==> src/rtl/srr_pkg.sv <==
// ----------------------------------------------------------------------------
// srr_pkg: shared types and codes for the selective-reject receiver
// Frame/result payload structs, queue command format and message codes.
// ----------------------------------------------------------------------------
`timescale 1ns / 1ps

package srr_pkg;

	localparam int unsigned WINDOW_DEPTH_DEF  = 16;
	localparam int unsigned PAYLOAD_WIDTH_DEF = 32;
	localparam int unsigned QUEUE_DEPTH_DEF   = 4;

	// fixed field widths
	localparam int unsigned SEQ_W  = 32;
	localparam int unsigned WORD_W = 32;

	// frame kinds
	localparam logic FRAME_DATA = 1'b0;
	localparam logic FRAME_EOF  = 1'b1;

	// result message kinds
	localparam logic [1:0] KIND_DELIVER = 2'd0;
	localparam logic [1:0] KIND_RR      = 2'd1;
	localparam logic [1:0] KIND_SREJ    = 2'd2;
	localparam logic [1:0] KIND_EOFACK  = 2'd3;

	// queue command opcodes
	localparam logic [2:0] OP_RR_DLV = 3'd0;  // RR then deliver
	localparam logic [2:0] OP_STORE  = 3'd1;  // buffer frame, optional SREJ
	localparam logic [2:0] OP_STALE  = 3'd2;  // optional SREJ, then RR
	localparam logic [2:0] OP_EOF    = 3'd3;  // EOF ack
	localparam logic [2:0] OP_DRAIN  = 3'd4;  // buffer frame, then drain window

	typedef struct packed {
		logic              kind;
		logic [SEQ_W-1:0]  seq_num;
		logic [WORD_W-1:0] payload_word;
	} frame_t;

	typedef struct packed {
		logic [1:0]        msg_kind;
		logic [SEQ_W-1:0]  number;
		logic [WORD_W-1:0] payload_out;
		logic              last;
	} result_t;

	typedef struct packed {
		logic [2:0]       op;
		logic             srej;    // SREJ goes out with this command
		logic [SEQ_W-1:0] number;  // RR/SREJ number, or drain span
		logic [SEQ_W-1:0] seq;
	} cmd_t;

	typedef struct packed {
		logic             done;
		logic [SEQ_W-1:0] next_expected;
		logic             srej_sent;
	} drain_done_t;

endpackage

==> src/rtl/srr_ram.sv <==
// ----------------------------------------------------------------------------
// srr_ram: generic simple dual-port RAM
// One write port, one read port with registered read data.
// ----------------------------------------------------------------------------
`timescale 1ns / 1ps

module srr_ram #(
	parameter  int unsigned WIDTH = 32,
	parameter  int unsigned DEPTH = 16,
	localparam int unsigned AW    = $clog2(DEPTH)
) (
	input  logic             clk,
	input  logic             wr_en,
	input  logic [AW-1:0]    wr_addr,
	input  logic [WIDTH-1:0] wr_data,
	input  logic [AW-1:0]    rd_addr,
	output logic [WIDTH-1:0] rd_data
);

	logic [WIDTH-1:0] mem [DEPTH];

	always_ff @(posedge clk) begin
		if (wr_en) begin
			mem[wr_addr] <= wr_data;
		end
		rd_data <= mem[rd_addr];
	end

endmodule

==> src/rtl/srr_cmd_fifo.sv <==
// ----------------------------------------------------------------------------
// srr_cmd_fifo: command queue between classifier and executor
// Small register FIFO with occupancy count, combinational head read.
// ----------------------------------------------------------------------------
`timescale 1ns / 1ps

module srr_cmd_fifo #(
	parameter  int unsigned WIDTH = 8,
	parameter  int unsigned DEPTH = 4,
	localparam int unsigned AW    = $clog2(DEPTH),
	localparam int unsigned CW    = $clog2(DEPTH + 1)
) (
	input  logic             clk,
	input  logic             arst_n,
	input  logic             push,
	input  logic [WIDTH-1:0] push_data,
	input  logic             pop,
	output logic [WIDTH-1:0] pop_data,
	output logic             empty,
	output logic [CW-1:0]    count
);

	logic [WIDTH-1:0] entry_q [DEPTH];
	logic [AW-1:0]    wr_ptr_q;
	logic [AW-1:0]    rd_ptr_q;
	logic [CW-1:0]    count_q;

	always_ff @(posedge clk or negedge arst_n) begin
		if (!arst_n) begin
			wr_ptr_q <= '0;
			rd_ptr_q <= '0;
			count_q  <= '0;
		end else begin
			if (push) begin
				wr_ptr_q <= (wr_ptr_q == AW'(DEPTH - 1)) ? '0 : wr_ptr_q + 1'b1;
			end
			if (pop) begin
				rd_ptr_q <= (rd_ptr_q == AW'(DEPTH - 1)) ? '0 : rd_ptr_q + 1'b1;
			end
			if (push && !pop) begin
				count_q <= count_q + 1'b1;
			end else if (pop && !push) begin
				count_q <= count_q - 1'b1;
			end
		end
	end

	always_ff @(posedge clk) begin
		if (push) begin
			entry_q[wr_ptr_q] <= push_data;
		end
	end

	assign pop_data = entry_q[rd_ptr_q];
	assign empty    = (count_q == '0);
	assign count    = count_q;

	a_no_overflow: assert property (@(posedge clk) disable iff (!arst_n)
		push && !pop |-> count_q < CW'(DEPTH))
		else $error("command queue overflow");

	a_no_underflow: assert property (@(posedge clk) disable iff (!arst_n)
		pop |-> count_q != '0)
		else $error("command queue underflow");

	a_count_tracks: assert property (@(posedge clk) disable iff (!arst_n)
		push && !pop |=> count_q == $past(count_q) + 1'b1)
		else $error("queue count lost a push");

endmodule

==> src/rtl/srr_front.sv <==
// ----------------------------------------------------------------------------
// srr_front: frame classifier
// Accepts frames, classifies them against the window state, updates that
// state, computes the store slot (seq mod depth) and queues a command.
// ----------------------------------------------------------------------------
`timescale 1ns / 1ps

module srr_front #(
	parameter  int unsigned WINDOW_DEPTH  = srr_pkg::WINDOW_DEPTH_DEF,
	parameter  int unsigned PAYLOAD_WIDTH = srr_pkg::PAYLOAD_WIDTH_DEF,
	parameter  int unsigned QUEUE_DEPTH   = srr_pkg::QUEUE_DEPTH_DEF,
	localparam int unsigned SW  = $clog2(WINDOW_DEPTH),
	localparam int unsigned QCW = $clog2(QUEUE_DEPTH + 1),
	localparam int unsigned QW  = $bits(srr_pkg::cmd_t) + PAYLOAD_WIDTH + SW
) (
	input  logic                  clk,
	input  logic                  arst_n,
	input  logic                  start,
	output logic                  busy,
	input  srr_pkg::frame_t       frame,
	input  logic [QCW-1:0]        q_count,
	output logic                  push,
	output logic [QW-1:0]         push_data,
	input  srr_pkg::drain_done_t  drain_done
);

	// seq mod depth: seq = hi*2^16 + lo, x = hi*(2^16 mod depth) + lo < 2^16*depth,
	// then x mod depth by reciprocal multiply with one correction step.
	localparam int unsigned HALF_W    = srr_pkg::SEQ_W / 2;
	localparam int unsigned XW        = HALF_W + SW;
	localparam int unsigned HI_WEIGHT = (32'd1 << HALF_W) % WINDOW_DEPTH;
	localparam logic [63:0]  RECIP     = (64'd1 << XW) / 64'(WINDOW_DEPTH);
	localparam logic [XW-1:0] RECIP_W  = RECIP[XW-1:0];
	localparam int unsigned OW        = QCW + 1;

	logic [srr_pkg::SEQ_W-1:0] exp_q;
	logic [srr_pkg::SEQ_W-1:0] high_q;
	logic                      srej_q;
	logic                      drain_pend_q;

	logic                      v_s1;
	logic                      v_s2;
	srr_pkg::cmd_t             cmd_s1;
	srr_pkg::cmd_t             cmd_s2;
	logic [PAYLOAD_WIDTH-1:0]  pay_s1;
	logic [PAYLOAD_WIDTH-1:0]  pay_s2;
	logic [XW-1:0]             x_s1;
	logic [XW-1:0]             x_s2;
	logic [HALF_W-1:0]         quo_s2;

	logic                      accept;
	logic [OW-1:0]             occupancy;
	logic                      cls_valid;
	srr_pkg::cmd_t             cls_cmd;
	logic [srr_pkg::SEQ_W-1:0] exp_d;
	logic [srr_pkg::SEQ_W-1:0] high_d;
	logic                      srej_d;
	logic                      pend_d;
	logic [PAYLOAD_WIDTH-1:0]  pay_in;
	logic [XW-1:0]             x_in;
	logic [2*XW-1:0]           prod;
	logic [XW-1:0]             qd;
	logic [XW-1:0]             rem;
	logic [SW-1:0]             slot;
	logic [srr_pkg::SEQ_W-1:0] seq;

	// stage count keeps queue from overflowing with items in flight
	assign occupancy = OW'(q_count) + OW'(v_s1) + OW'(v_s2);
	assign busy      = drain_pend_q | (occupancy >= OW'(QUEUE_DEPTH));
	assign accept    = start & ~busy;
	assign seq       = frame.seq_num;

	always_comb begin
		cls_valid = 1'b0;
		cls_cmd   = '0;
		exp_d     = exp_q;
		high_d    = high_q;
		srej_d    = srej_q;
		pend_d    = drain_pend_q;
		cls_cmd.seq = seq;
		if (frame.kind == srr_pkg::FRAME_DATA) begin
			cls_valid = 1'b1;
			if (seq == exp_q) begin
				if (seq >= high_q) begin
					cls_cmd.op     = srr_pkg::OP_RR_DLV;
					cls_cmd.number = seq + 1'b1;
					exp_d          = seq + 1'b1;
					high_d         = seq;
				end else begin
					// recovered frame: back end drains and reports new expected
					cls_cmd.op     = srr_pkg::OP_DRAIN;
					cls_cmd.number = high_q - seq;
					pend_d         = 1'b1;
				end
			end else if (seq > exp_q) begin
				cls_cmd.op     = srr_pkg::OP_STORE;
				cls_cmd.srej   = ~srej_q;
				cls_cmd.number = exp_q;
				srej_d         = 1'b1;
				if (seq > high_q) begin
					high_d = seq;
				end
			end else begin
				cls_cmd.op     = srr_pkg::OP_STALE;
				cls_cmd.srej   = (high_q > exp_q);
				cls_cmd.number = exp_q;
				if (high_q > exp_q) begin
					srej_d = 1'b1;
				end
			end
		end else if ((exp_q > high_q) || (exp_q == '0 && high_q == '0)) begin
			cls_valid  = 1'b1;
			cls_cmd.op = srr_pkg::OP_EOF;
		end
	end

	always_comb begin
		pay_in = '0;
		for (int b = 0; b < PAYLOAD_WIDTH; b++) begin
			if (b < srr_pkg::WORD_W) begin
				pay_in[b] = frame.payload_word[b];
			end
		end
	end

	assign x_in = XW'(seq[srr_pkg::SEQ_W-1:HALF_W]) * XW'(HI_WEIGHT) + XW'(seq[HALF_W-1:0]);

	always_ff @(posedge clk or negedge arst_n) begin
		if (!arst_n) begin
			exp_q        <= '0;
			high_q       <= '0;
			srej_q       <= 1'b0;
			drain_pend_q <= 1'b0;
			v_s1         <= 1'b0;
			v_s2         <= 1'b0;
		end else begin
			if (accept) begin
				exp_q        <= exp_d;
				high_q       <= high_d;
				srej_q       <= srej_d;
				drain_pend_q <= pend_d;
			end else if (drain_done.done) begin
				exp_q        <= drain_done.next_expected;
				srej_q       <= drain_done.srej_sent;
				drain_pend_q <= 1'b0;
			end
			v_s1 <= accept & cls_valid;
			v_s2 <= v_s1;
		end
	end

	always_ff @(posedge clk) begin
		if (accept) begin
			cmd_s1 <= cls_cmd;
			pay_s1 <= pay_in;
			x_s1   <= x_in;
		end
		cmd_s2 <= cmd_s1;
		pay_s2 <= pay_s1;
		x_s2   <= x_s1;
		quo_s2 <= prod[XW+HALF_W-1:XW];
	end

	assign prod = (2*XW)'(x_s1) * (2*XW)'(RECIP_W);
	// quotient estimate is exact or one low
	assign qd   = XW'(quo_s2) * XW'(WINDOW_DEPTH);
	assign rem  = x_s2 - qd;
	assign slot = (rem >= XW'(WINDOW_DEPTH)) ? SW'(rem - XW'(WINDOW_DEPTH)) : SW'(rem);

	assign push      = v_s2;
	assign push_data = {slot, pay_s2, cmd_s2};

	a_drain_blocks: assert property (@(posedge clk) disable iff (!arst_n)
		accept && cls_valid && cls_cmd.op == srr_pkg::OP_DRAIN |=> busy)
		else $error("accepted a frame during a pending drain");

	a_slot_in_range: assert property (@(posedge clk) disable iff (!arst_n)
		v_s2 |-> slot < SW'(WINDOW_DEPTH - 1) || slot == SW'(WINDOW_DEPTH - 1))
		else $error("slot index out of window");

	a_done_only_pending: assert property (@(posedge clk) disable iff (!arst_n)
		drain_done.done |-> drain_pend_q)
		else $error("drain completion without pending drain");

endmodule

==> src/rtl/srr_back.sv <==
// ----------------------------------------------------------------------------
// srr_back: command executor
// Pops queued commands, owns the window store and its valid bits, drains
// buffered frames in order and drives the registered result port.
// ----------------------------------------------------------------------------
`timescale 1ns / 1ps

module srr_back #(
	parameter  int unsigned WINDOW_DEPTH  = srr_pkg::WINDOW_DEPTH_DEF,
	parameter  int unsigned PAYLOAD_WIDTH = srr_pkg::PAYLOAD_WIDTH_DEF,
	localparam int unsigned SW = $clog2(WINDOW_DEPTH),
	localparam int unsigned QW = $bits(srr_pkg::cmd_t) + PAYLOAD_WIDTH + SW
) (
	input  logic                 clk,
	input  logic                 arst_n,
	input  logic                 q_empty,
	output logic                 pop,
	input  logic [QW-1:0]        pop_data,
	output srr_pkg::drain_done_t drain_done,
	output srr_pkg::result_t     result,
	output logic                 result_strobe
);

	localparam logic [1:0] ST_IDLE  = 2'd0;
	localparam logic [1:0] ST_EMIT2 = 2'd1;
	localparam logic [1:0] ST_DRAIN = 2'd2;
	localparam logic [1:0] ST_DEND  = 2'd3;

	logic [1:0]                 state_q;
	srr_pkg::result_t           out_q;
	logic                       strobe_q;
	srr_pkg::result_t           msg2_q;
	logic [srr_pkg::SEQ_W-1:0]  i_q;
	logic [srr_pkg::SEQ_W-1:0]  rem_q;
	logic [SW-1:0]              dslot_q;
	logic                       srej_pend_q;
	logic                       hole_q;
	logic [WINDOW_DEPTH-1:0]    valid_q;
	logic                       dlv_v_s1;
	logic [srr_pkg::SEQ_W-1:0]  dlv_seq_s1;

	logic [1:0]                 state_d;
	srr_pkg::result_t           out_d;
	logic                       strobe_d;
	srr_pkg::result_t           msg2_d;
	logic [srr_pkg::SEQ_W-1:0]  i_d;
	logic [srr_pkg::SEQ_W-1:0]  rem_d;
	logic [SW-1:0]              dslot_d;
	logic                       srej_pend_d;
	logic                       hole_d;
	logic [WINDOW_DEPTH-1:0]    valid_d;
	logic                       dlv_v_d;
	logic [srr_pkg::SEQ_W-1:0]  dlv_seq_d;

	logic [SW-1:0]              q_slot;
	logic [PAYLOAD_WIDTH-1:0]   q_pay;
	srr_pkg::cmd_t              q_cmd;
	logic                       wr_en;
	logic [SW-1:0]              rd_addr;
	logic [PAYLOAD_WIDTH-1:0]   rd_data;
	logic [srr_pkg::WORD_W-1:0] rd_word;
	logic [srr_pkg::WORD_W-1:0] q_word;
	logic [SW-1:0]              dslot_next;

	assign {q_slot, q_pay, q_cmd} = pop_data;

	srr_ram #(
		.WIDTH (PAYLOAD_WIDTH),
		.DEPTH (WINDOW_DEPTH)
	) u_ram (
		.clk     (clk),
		.wr_en   (wr_en),
		.wr_addr (q_slot),
		.wr_data (q_pay),
		.rd_addr (rd_addr),
		.rd_data (rd_data)
	);

	always_comb begin
		rd_word = '0;
		q_word  = '0;
		for (int b = 0; b < PAYLOAD_WIDTH; b++) begin
			if (b < srr_pkg::WORD_W) begin
				rd_word[b] = rd_data[b];
				q_word[b]  = q_pay[b];
			end
		end
	end

	assign dslot_next = (dslot_q == SW'(WINDOW_DEPTH - 1)) ? '0 : dslot_q + 1'b1;
	assign rd_addr    = dslot_q;

	always_comb begin
		state_d     = state_q;
		out_d       = '0;
		strobe_d    = 1'b0;
		msg2_d      = msg2_q;
		i_d         = i_q;
		rem_d       = rem_q;
		dslot_d     = dslot_q;
		srej_pend_d = srej_pend_q;
		hole_d      = hole_q;
		valid_d     = valid_q;
		dlv_v_d     = 1'b0;
		dlv_seq_d   = dlv_seq_s1;
		pop         = 1'b0;
		wr_en       = 1'b0;
		drain_done  = '0;

		// drained frame read last cycle, data now out of the RAM
		if (dlv_v_s1) begin
			out_d    = '{msg_kind: srr_pkg::KIND_DELIVER, number: dlv_seq_s1,
				payload_out: rd_word, last: 1'b0};
			strobe_d = 1'b1;
		end

		case (state_q)
			ST_IDLE: begin
				if (!q_empty) begin
					pop = 1'b1;
					case (q_cmd.op)
						srr_pkg::OP_RR_DLV: begin
							out_d    = '{msg_kind: srr_pkg::KIND_RR, number: q_cmd.number,
								payload_out: '0, last: 1'b0};
							strobe_d = 1'b1;
							msg2_d   = '{msg_kind: srr_pkg::KIND_DELIVER, number: q_cmd.seq,
								payload_out: q_word, last: 1'b1};
							state_d  = ST_EMIT2;
						end
						srr_pkg::OP_STORE: begin
							wr_en           = 1'b1;
							valid_d[q_slot] = 1'b1;
							if (q_cmd.srej) begin
								out_d    = '{msg_kind: srr_pkg::KIND_SREJ,
									number: q_cmd.number, payload_out: '0, last: 1'b1};
								strobe_d = 1'b1;
							end
						end
						srr_pkg::OP_STALE: begin
							strobe_d = 1'b1;
							if (q_cmd.srej) begin
								out_d   = '{msg_kind: srr_pkg::KIND_SREJ, number: q_cmd.number,
									payload_out: '0, last: 1'b0};
								msg2_d  = '{msg_kind: srr_pkg::KIND_RR, number: q_cmd.number,
									payload_out: '0, last: 1'b1};
								state_d = ST_EMIT2;
							end else begin
								out_d   = '{msg_kind: srr_pkg::KIND_RR, number: q_cmd.number,
									payload_out: '0, last: 1'b1};
							end
						end
						srr_pkg::OP_EOF: begin
							out_d    = '{msg_kind: srr_pkg::KIND_EOFACK, number: '0,
								payload_out: '0, last: 1'b1};
							strobe_d = 1'b1;
						end
						srr_pkg::OP_DRAIN: begin
							wr_en           = 1'b1;
							valid_d[q_slot] = 1'b1;
							i_d             = q_cmd.seq;
							rem_d           = q_cmd.number;
							dslot_d         = q_slot;
							state_d         = ST_DRAIN;
						end
						default: begin
						end
					endcase
				end
			end
			ST_EMIT2: begin
				out_d    = msg2_q;
				strobe_d = 1'b1;
				state_d  = ST_IDLE;
			end
			ST_DRAIN: begin
				if (valid_q[dslot_q]) begin
					valid_d[dslot_q] = 1'b0;
					dlv_v_d          = 1'b1;
					dlv_seq_d        = i_q;
					i_d              = i_q + 1'b1;
					dslot_d          = dslot_next;
					if (rem_q == '0) begin
						// whole span delivered: window closes with a fresh RR
						srej_pend_d = 1'b0;
						hole_d      = 1'b0;
						state_d     = ST_DEND;
					end else begin
						rem_d = rem_q - 1'b1;
					end
				end else begin
					srej_pend_d = 1'b1;
					hole_d      = 1'b1;
					state_d     = ST_DEND;
				end
			end
			ST_DEND: begin
				// wait for the last delivery to leave before SREJ/RR
				if (!dlv_v_s1) begin
					strobe_d = 1'b1;
					if (srej_pend_q) begin
						out_d       = '{msg_kind: srr_pkg::KIND_SREJ, number: i_q,
							payload_out: '0, last: 1'b0};
						srej_pend_d = 1'b0;
					end else begin
						out_d      = '{msg_kind: srr_pkg::KIND_RR, number: i_q,
							payload_out: '0, last: 1'b1};
						drain_done = '{done: 1'b1, next_expected: i_q, srej_sent: hole_q};
						state_d    = ST_IDLE;
					end
				end
			end
			default: begin
				state_d = ST_IDLE;
			end
		endcase
	end

	always_ff @(posedge clk or negedge arst_n) begin
		if (!arst_n) begin
			state_q     <= ST_IDLE;
			out_q       <= '0;
			strobe_q    <= 1'b0;
			msg2_q      <= '0;
			i_q         <= '0;
			rem_q       <= '0;
			dslot_q     <= '0;
			srej_pend_q <= 1'b0;
			hole_q      <= 1'b0;
			valid_q     <= '0;
			dlv_v_s1    <= 1'b0;
			dlv_seq_s1  <= '0;
		end else begin
			state_q     <= state_d;
			out_q       <= out_d;
			strobe_q    <= strobe_d;
			msg2_q      <= msg2_d;
			i_q         <= i_d;
			rem_q       <= rem_d;
			dslot_q     <= dslot_d;
			srej_pend_q <= srej_pend_d;
			hole_q      <= hole_d;
			valid_q     <= valid_d;
			dlv_v_s1    <= dlv_v_d;
			dlv_seq_s1  <= dlv_seq_d;
		end
	end

	assign result        = out_q;
	assign result_strobe = strobe_q;

	a_done_then_rr: assert property (@(posedge clk) disable iff (!arst_n)
		drain_done.done |=> strobe_q && out_q.last && out_q.msg_kind == srr_pkg::KIND_RR)
		else $error("drain did not close with a final RR");

	a_drain_delivers_only: assert property (@(posedge clk) disable iff (!arst_n)
		state_q == ST_DRAIN && strobe_q |->
			out_q.msg_kind == srr_pkg::KIND_DELIVER && !out_q.last)
		else $error("non-delivery result inside drain");

	a_read_then_deliver: assert property (@(posedge clk) disable iff (!arst_n)
		dlv_v_s1 |=> strobe_q && out_q.msg_kind == srr_pkg::KIND_DELIVER)
		else $error("drained frame not delivered");

	a_no_pop_while_busy: assert property (@(posedge clk) disable iff (!arst_n)
		state_q != ST_IDLE |-> !pop)
		else $error("command popped mid-sequence");

endmodule

==> src/rtl/selective_reject_receiver_core.sv <==
// An accepted frame passes two slot stages, the command queue and the result
//   register before its first result; then one result per cycle while queued commands yield results.
// Throughput: frames without a drain are taken back to back until the 4-entry
//   command queue fills; the executor emits at most 2 results per frame that needs no drain.
// A recovered frame holds busy until its drain ends and the new expected number is reported.
// Reset (arst_n low) clears window state, valid bits and the queue; the payload store is not cleared.
// ----------------------------------------------------------------------------
// selective_reject_receiver_core: selective-reject sliding-window receiver
// Classifier front end and executor back end joined by a command queue.
// ----------------------------------------------------------------------------
`timescale 1ns / 1ps

module selective_reject_receiver_core #(
	parameter  int unsigned WINDOW_DEPTH  = srr_pkg::WINDOW_DEPTH_DEF,
	parameter  int unsigned PAYLOAD_WIDTH = srr_pkg::PAYLOAD_WIDTH_DEF,
	parameter  int unsigned QUEUE_DEPTH   = srr_pkg::QUEUE_DEPTH_DEF
) (
	input  logic             clk,
	input  logic             arst_n,
	input  logic             start,
	output logic             busy,
	input  srr_pkg::frame_t  frame,
	output srr_pkg::result_t result,
	output logic             result_strobe
);

	localparam int unsigned SW  = $clog2(WINDOW_DEPTH);
	localparam int unsigned QCW = $clog2(QUEUE_DEPTH + 1);
	localparam int unsigned QW  = $bits(srr_pkg::cmd_t) + PAYLOAD_WIDTH + SW;

	logic                 push;
	logic [QW-1:0]        push_data;
	logic                 pop;
	logic [QW-1:0]        pop_data;
	logic                 q_empty;
	logic [QCW-1:0]       q_count;
	srr_pkg::drain_done_t drain_done;

	srr_front #(
		.WINDOW_DEPTH  (WINDOW_DEPTH),
		.PAYLOAD_WIDTH (PAYLOAD_WIDTH),
		.QUEUE_DEPTH   (QUEUE_DEPTH)
	) u_front (
		.clk        (clk),
		.arst_n     (arst_n),
		.start      (start),
		.busy       (busy),
		.frame      (frame),
		.q_count    (q_count),
		.push       (push),
		.push_data  (push_data),
		.drain_done (drain_done)
	);

	srr_cmd_fifo #(
		.WIDTH (QW),
		.DEPTH (QUEUE_DEPTH)
	) u_queue (
		.clk       (clk),
		.arst_n    (arst_n),
		.push      (push),
		.push_data (push_data),
		.pop       (pop),
		.pop_data  (pop_data),
		.empty     (q_empty),
		.count     (q_count)
	);

	srr_back #(
		.WINDOW_DEPTH  (WINDOW_DEPTH),
		.PAYLOAD_WIDTH (PAYLOAD_WIDTH)
	) u_back (
		.clk           (clk),
		.arst_n        (arst_n),
		.q_empty       (q_empty),
		.pop           (pop),
		.pop_data      (pop_data),
		.drain_done    (drain_done),
		.result        (result),
		.result_strobe (result_strobe)
	);

endmodule
==> config.mk <==
export PLATFORM = sky130hd
export DESIGN_NAME = selective_reject_receiver_core
export DESIGN_NICKNAME = d
export VERILOG_FILES = /design/src/rtl/srr_pkg.sv /design/src/rtl/srr_ram.sv /design/src/rtl/srr_cmd_fifo.sv /design/src/rtl/srr_front.sv /design/src/rtl/srr_back.sv /design/src/rtl/selective_reject_receiver_core.sv
export SDC_FILE = /design/constraint.sdc
export NUM_CORES = 2
export LEC_CHECK = 0
export BUFFER_PORTS_ARGS = -buffer_cell sky130_fd_sc_hd__buf_2
export CORE_MARGIN = 1.5
export CORE_UTILIZATION = 45
export DETAILED_ROUTE_END_ITERATION = 6
export PLACE_DENSITY_LB_ADDON = 0.08
export SLEW_MARGIN = 20
export SYNTH_ARGS = -nofsm -noshare
export SYNTH_HDL_FRONTEND = slang
export SYNTH_SLANG_ARGS = --single-unit
==> constraint.sdc <==
create_clock -name clk -period 6.6 [get_ports clk]
set_input_delay 0.66 -clock clk [delete_from_list [all_inputs] [get_ports clk]]
set_output_delay 0.66 -clock clk [all_outputs]
set_load 0.02 [all_outputs]
==> results.toml <==
[drt]
drt_pass1_iterations = 7
drt_wl_total_um = 169000
drt_iter0_drc = 4430
drt-wirelength-per-cell_um = 27.53
via_per_inst = 6.007
vias = 36860
route.detailed.drc = 10
ant_nets = 0

[clock_tree]
post_cts_resized = 0
clock-root-buffer = "clkbuf_16"
cts_buffer_depth = 3
cts_sinks = 1474
clk_latency_ps = 800
cts.clk_slew.worst_paths_ps = 60
cts_htree_levels = 4
postCtsSetupRepairBufs = 0
cts_buffers = 157
cts_hold_buf = 29
cts_tree = "done"

[final_layout]
syn_to_final_growth_pct = 13.81
utilization_pct = 51.83
fillers = 11100
layout-drive-gt1-share_pct = 18.30
layout_commonest_cell = "edfxtp_1"
final_cell_mix = "edfxtp_1, dfrtp_1, nand2_1"
final_nets = 4412

[logic_synthesis]
synth-seq-cells = 1474
ys_seq_area_share_pct = 67.68
synth_cells = 4086
synth_cell_types = 80
yosysWarnings = 0
synth-edff-count = 1012
syn-cell-area_um2 = 61000
synth_fp_nets = 4266
ys.flop_type = "edfxtp_1"
synthArstFlopShare_pct = 22.39
avgSynthCellArea_um2 = 14.93

[timing]
fmax_ghz = 0.2326
relSlewSlack_pct = 21.35
period_share_pct = 65.13
setup_viol = 0
finalClockSkew_ps = 22.66
tns_ps = 0
min_period_ps = 4299
hold_ws_ps = 61.50
worst_pin_slew_ps = 1175
hold_viol = 0
rsz0062_at_grt = "false"
fin_ws_ps = 2301
maxSlewViolCount = 0

[outcome]
violations = "DRC"
run_status = "complete, but fails checks"

[worst_setup_path]
start_kind = "flop"
cp.arrival_ps = 5010
crit_type = "flop to flop"
crit_required_ps = 7310
worstSetupEndpointType = "flop"
worst-path-max-fanout = 34

[place]
portBuffers = 136
dp_slack_ps = 1989
dp_hpwl_um = 106400
gp_congestion = 0.9129

[floorplanning]
num_rows = 134
ioPinCount = 137
core_um2 = 134000
die_x_um = 371.2
die-area_um2 = 137800
die_h_um = 371.2
initial_core_util_pct = 45.54

[pwr]
switching_share_pct = 34.99
intPower_uw = 21120
pwr-share-comb_pct = 30.4
vdd_drop_max_v = 0.0002728
pwr-share-clk_pct = 27.5
powerDensity_nw_per_um2 = 467.9
power.share.sequential_pct = 42.0
p_leak_uw = 0.02454
switching_power_uw = 11370
finalPower_uw = 32480

[hold_path]
hold_class = "primary input to flop"

[grt]
grt_max_degree = 143
grt_pass1_vias = 35710
grt-ovfl-total = 0
antenna_found_initial = 12
grt_first_pass_wirelength_um = 247800
grt_usage_pct = 24.59

[flow_run]
cap_violations = 0
==> worst paths after layout <==
kind	start	end	slack (ps)	cells past startpoint
min in group asynchronous	arst_n	u_back.result[9]	440	2
max	u_front.high_q[0]	u_front.high_q[23]	2300	13
max reg2reg	u_front.high_q[0]	u_front.high_q[23]	2300	13
min reg2reg	u_front.cmd_s1[24]	u_front.push_data[24]	330	0
max in group asynchronous	arst_n	u_back.dlv_seq_s1[1]	4730	3
min	frame[1]	u_front.pay_s1[1]	60	1
==> metrics by stage <==
stage / cells / instance area, um2
6_report: 6137 / 69430
5_1_grt: 6134 / 69420
4_1_cts: 6134 / 69420
3_5_place_dp: 5812 / 63800
3_3_place_gp: 5812 / 63800
2_1_floorplan: 4086 / 61000
==> critical path, stage by stage (launching register included) <==
cell	delay, ps
dfrtp_1	420
inv_1	130
ha_1	180
inv_1	50
fa_1	420
a211oi_1	270
nor2_1	120
o21ai_1	320
o221ai_1	410
a211o_1	500
nand2_2	650
buf_4	470
a221oi_1	140
nand3_1	120
==> sequential cells by signal, summed over array words and instances (netlist names), 3 cells and up <==
register / count
u_back.valid_q: 16
u_front.cmd_s1: 68
u_queue.count: 3
u_front.push_data: 68
u_back.result: 67
u_back.u_ram.mem: 512
u_front.pay_s1: 32
u_front.exp_q: 32
u_queue.entry_q: 400
u_back.rem_q: 32
u_back.msg2_q: 66
u_front.high_q: 32
u_front.pay_s2: 32
u_back.dlv_seq_s1: 32
u_back.u_ram.rd_data: 32
u_back.dslot_q: 4
u_back.i_q: 32
==> power groups by stage <==
| stage | Clock [uW] | Combinational (uW) | Sequential [uW] |
|---|---|---|---|
| 2_1_floorplan | 0 | 6610 | 13300 |
| 3_3_place_gp | 0 | 9790 | 13800 |
| 3_5_place_dp | 0 | 9850 | 13800 |
| 4_1_cts | 9130 | 9890 | 13600 |
| 5_1_grt | 9490 | 10700 | 13800 |
| 6_report | 8950 | 9890 | 13700 |
==> layout make-up <==
cell class                      count  area (um2)  share of cell area, %
Clock inverter                     67       764.5                  1.101
Tap cell                         1768        2212                  3.186
Inverter                          110       415.4                 0.5983
Clock buffer                      226        4563                  6.572
Sequential cell                  1474       41310                  59.50
Antenna cell                        3       7.507                0.01081
Multi-Input combinational cell   2253       18590                  26.78
Timing Repair Buffer              236        1564                  2.253
==> Yosys cell counts (all sizes together), types with 60 or more instances <==
| library cell | instances | area share (%) |
|---|---|---|
| nand4 | 64 | 0.66 |
| dfrtp | 330 | 14 |
| o21ai | 215 | 1.8 |
| a21oi | 235 | 1.9 |
| inv | 110 | 0.68 |
| edfxtp | 1012 | 50 |
| nor2 | 174 | 1.1 |
| o211ai | 65 | 0.80 |
| mux4 | 265 | 9.8 |
| dfxtp | 132 | 4.3 |
| nand2 | 282 | 1.7 |
| buf | 60 | 0.43 |
| nand3 | 95 | 0.78 |
| clkbuf | 189 | 1.2 |
| ha | 110 | 2.3 |
| a22o | 64 | 0.92 |
| nor3 | 124 | 1.0 |
==> routing by layer <==
layer,part of all wire (%),track usage (%)
met1,49,40.12
met4,1.6,5.259
met3,7.5,4.781
met5,0.018,0
met2,42,33.68
==> cells by family (layout without fill, tap and decap cells) <==
kind of cell,count (synthesis),count (layout),share of synthesized area (%)
AOI/OAI and AO/OA,861,861,9.217
xor gates and xnor gates,54,54,0.7753
adders and majority gates,112,112,2.322
buffers and inverters,359,639,2.275
DFF,1474,1474,67.68
muxes,311,311,10.55
other,0,3,0
and+or+nand+nor,915,915,7.183
(Power assumes the default switching activity.)
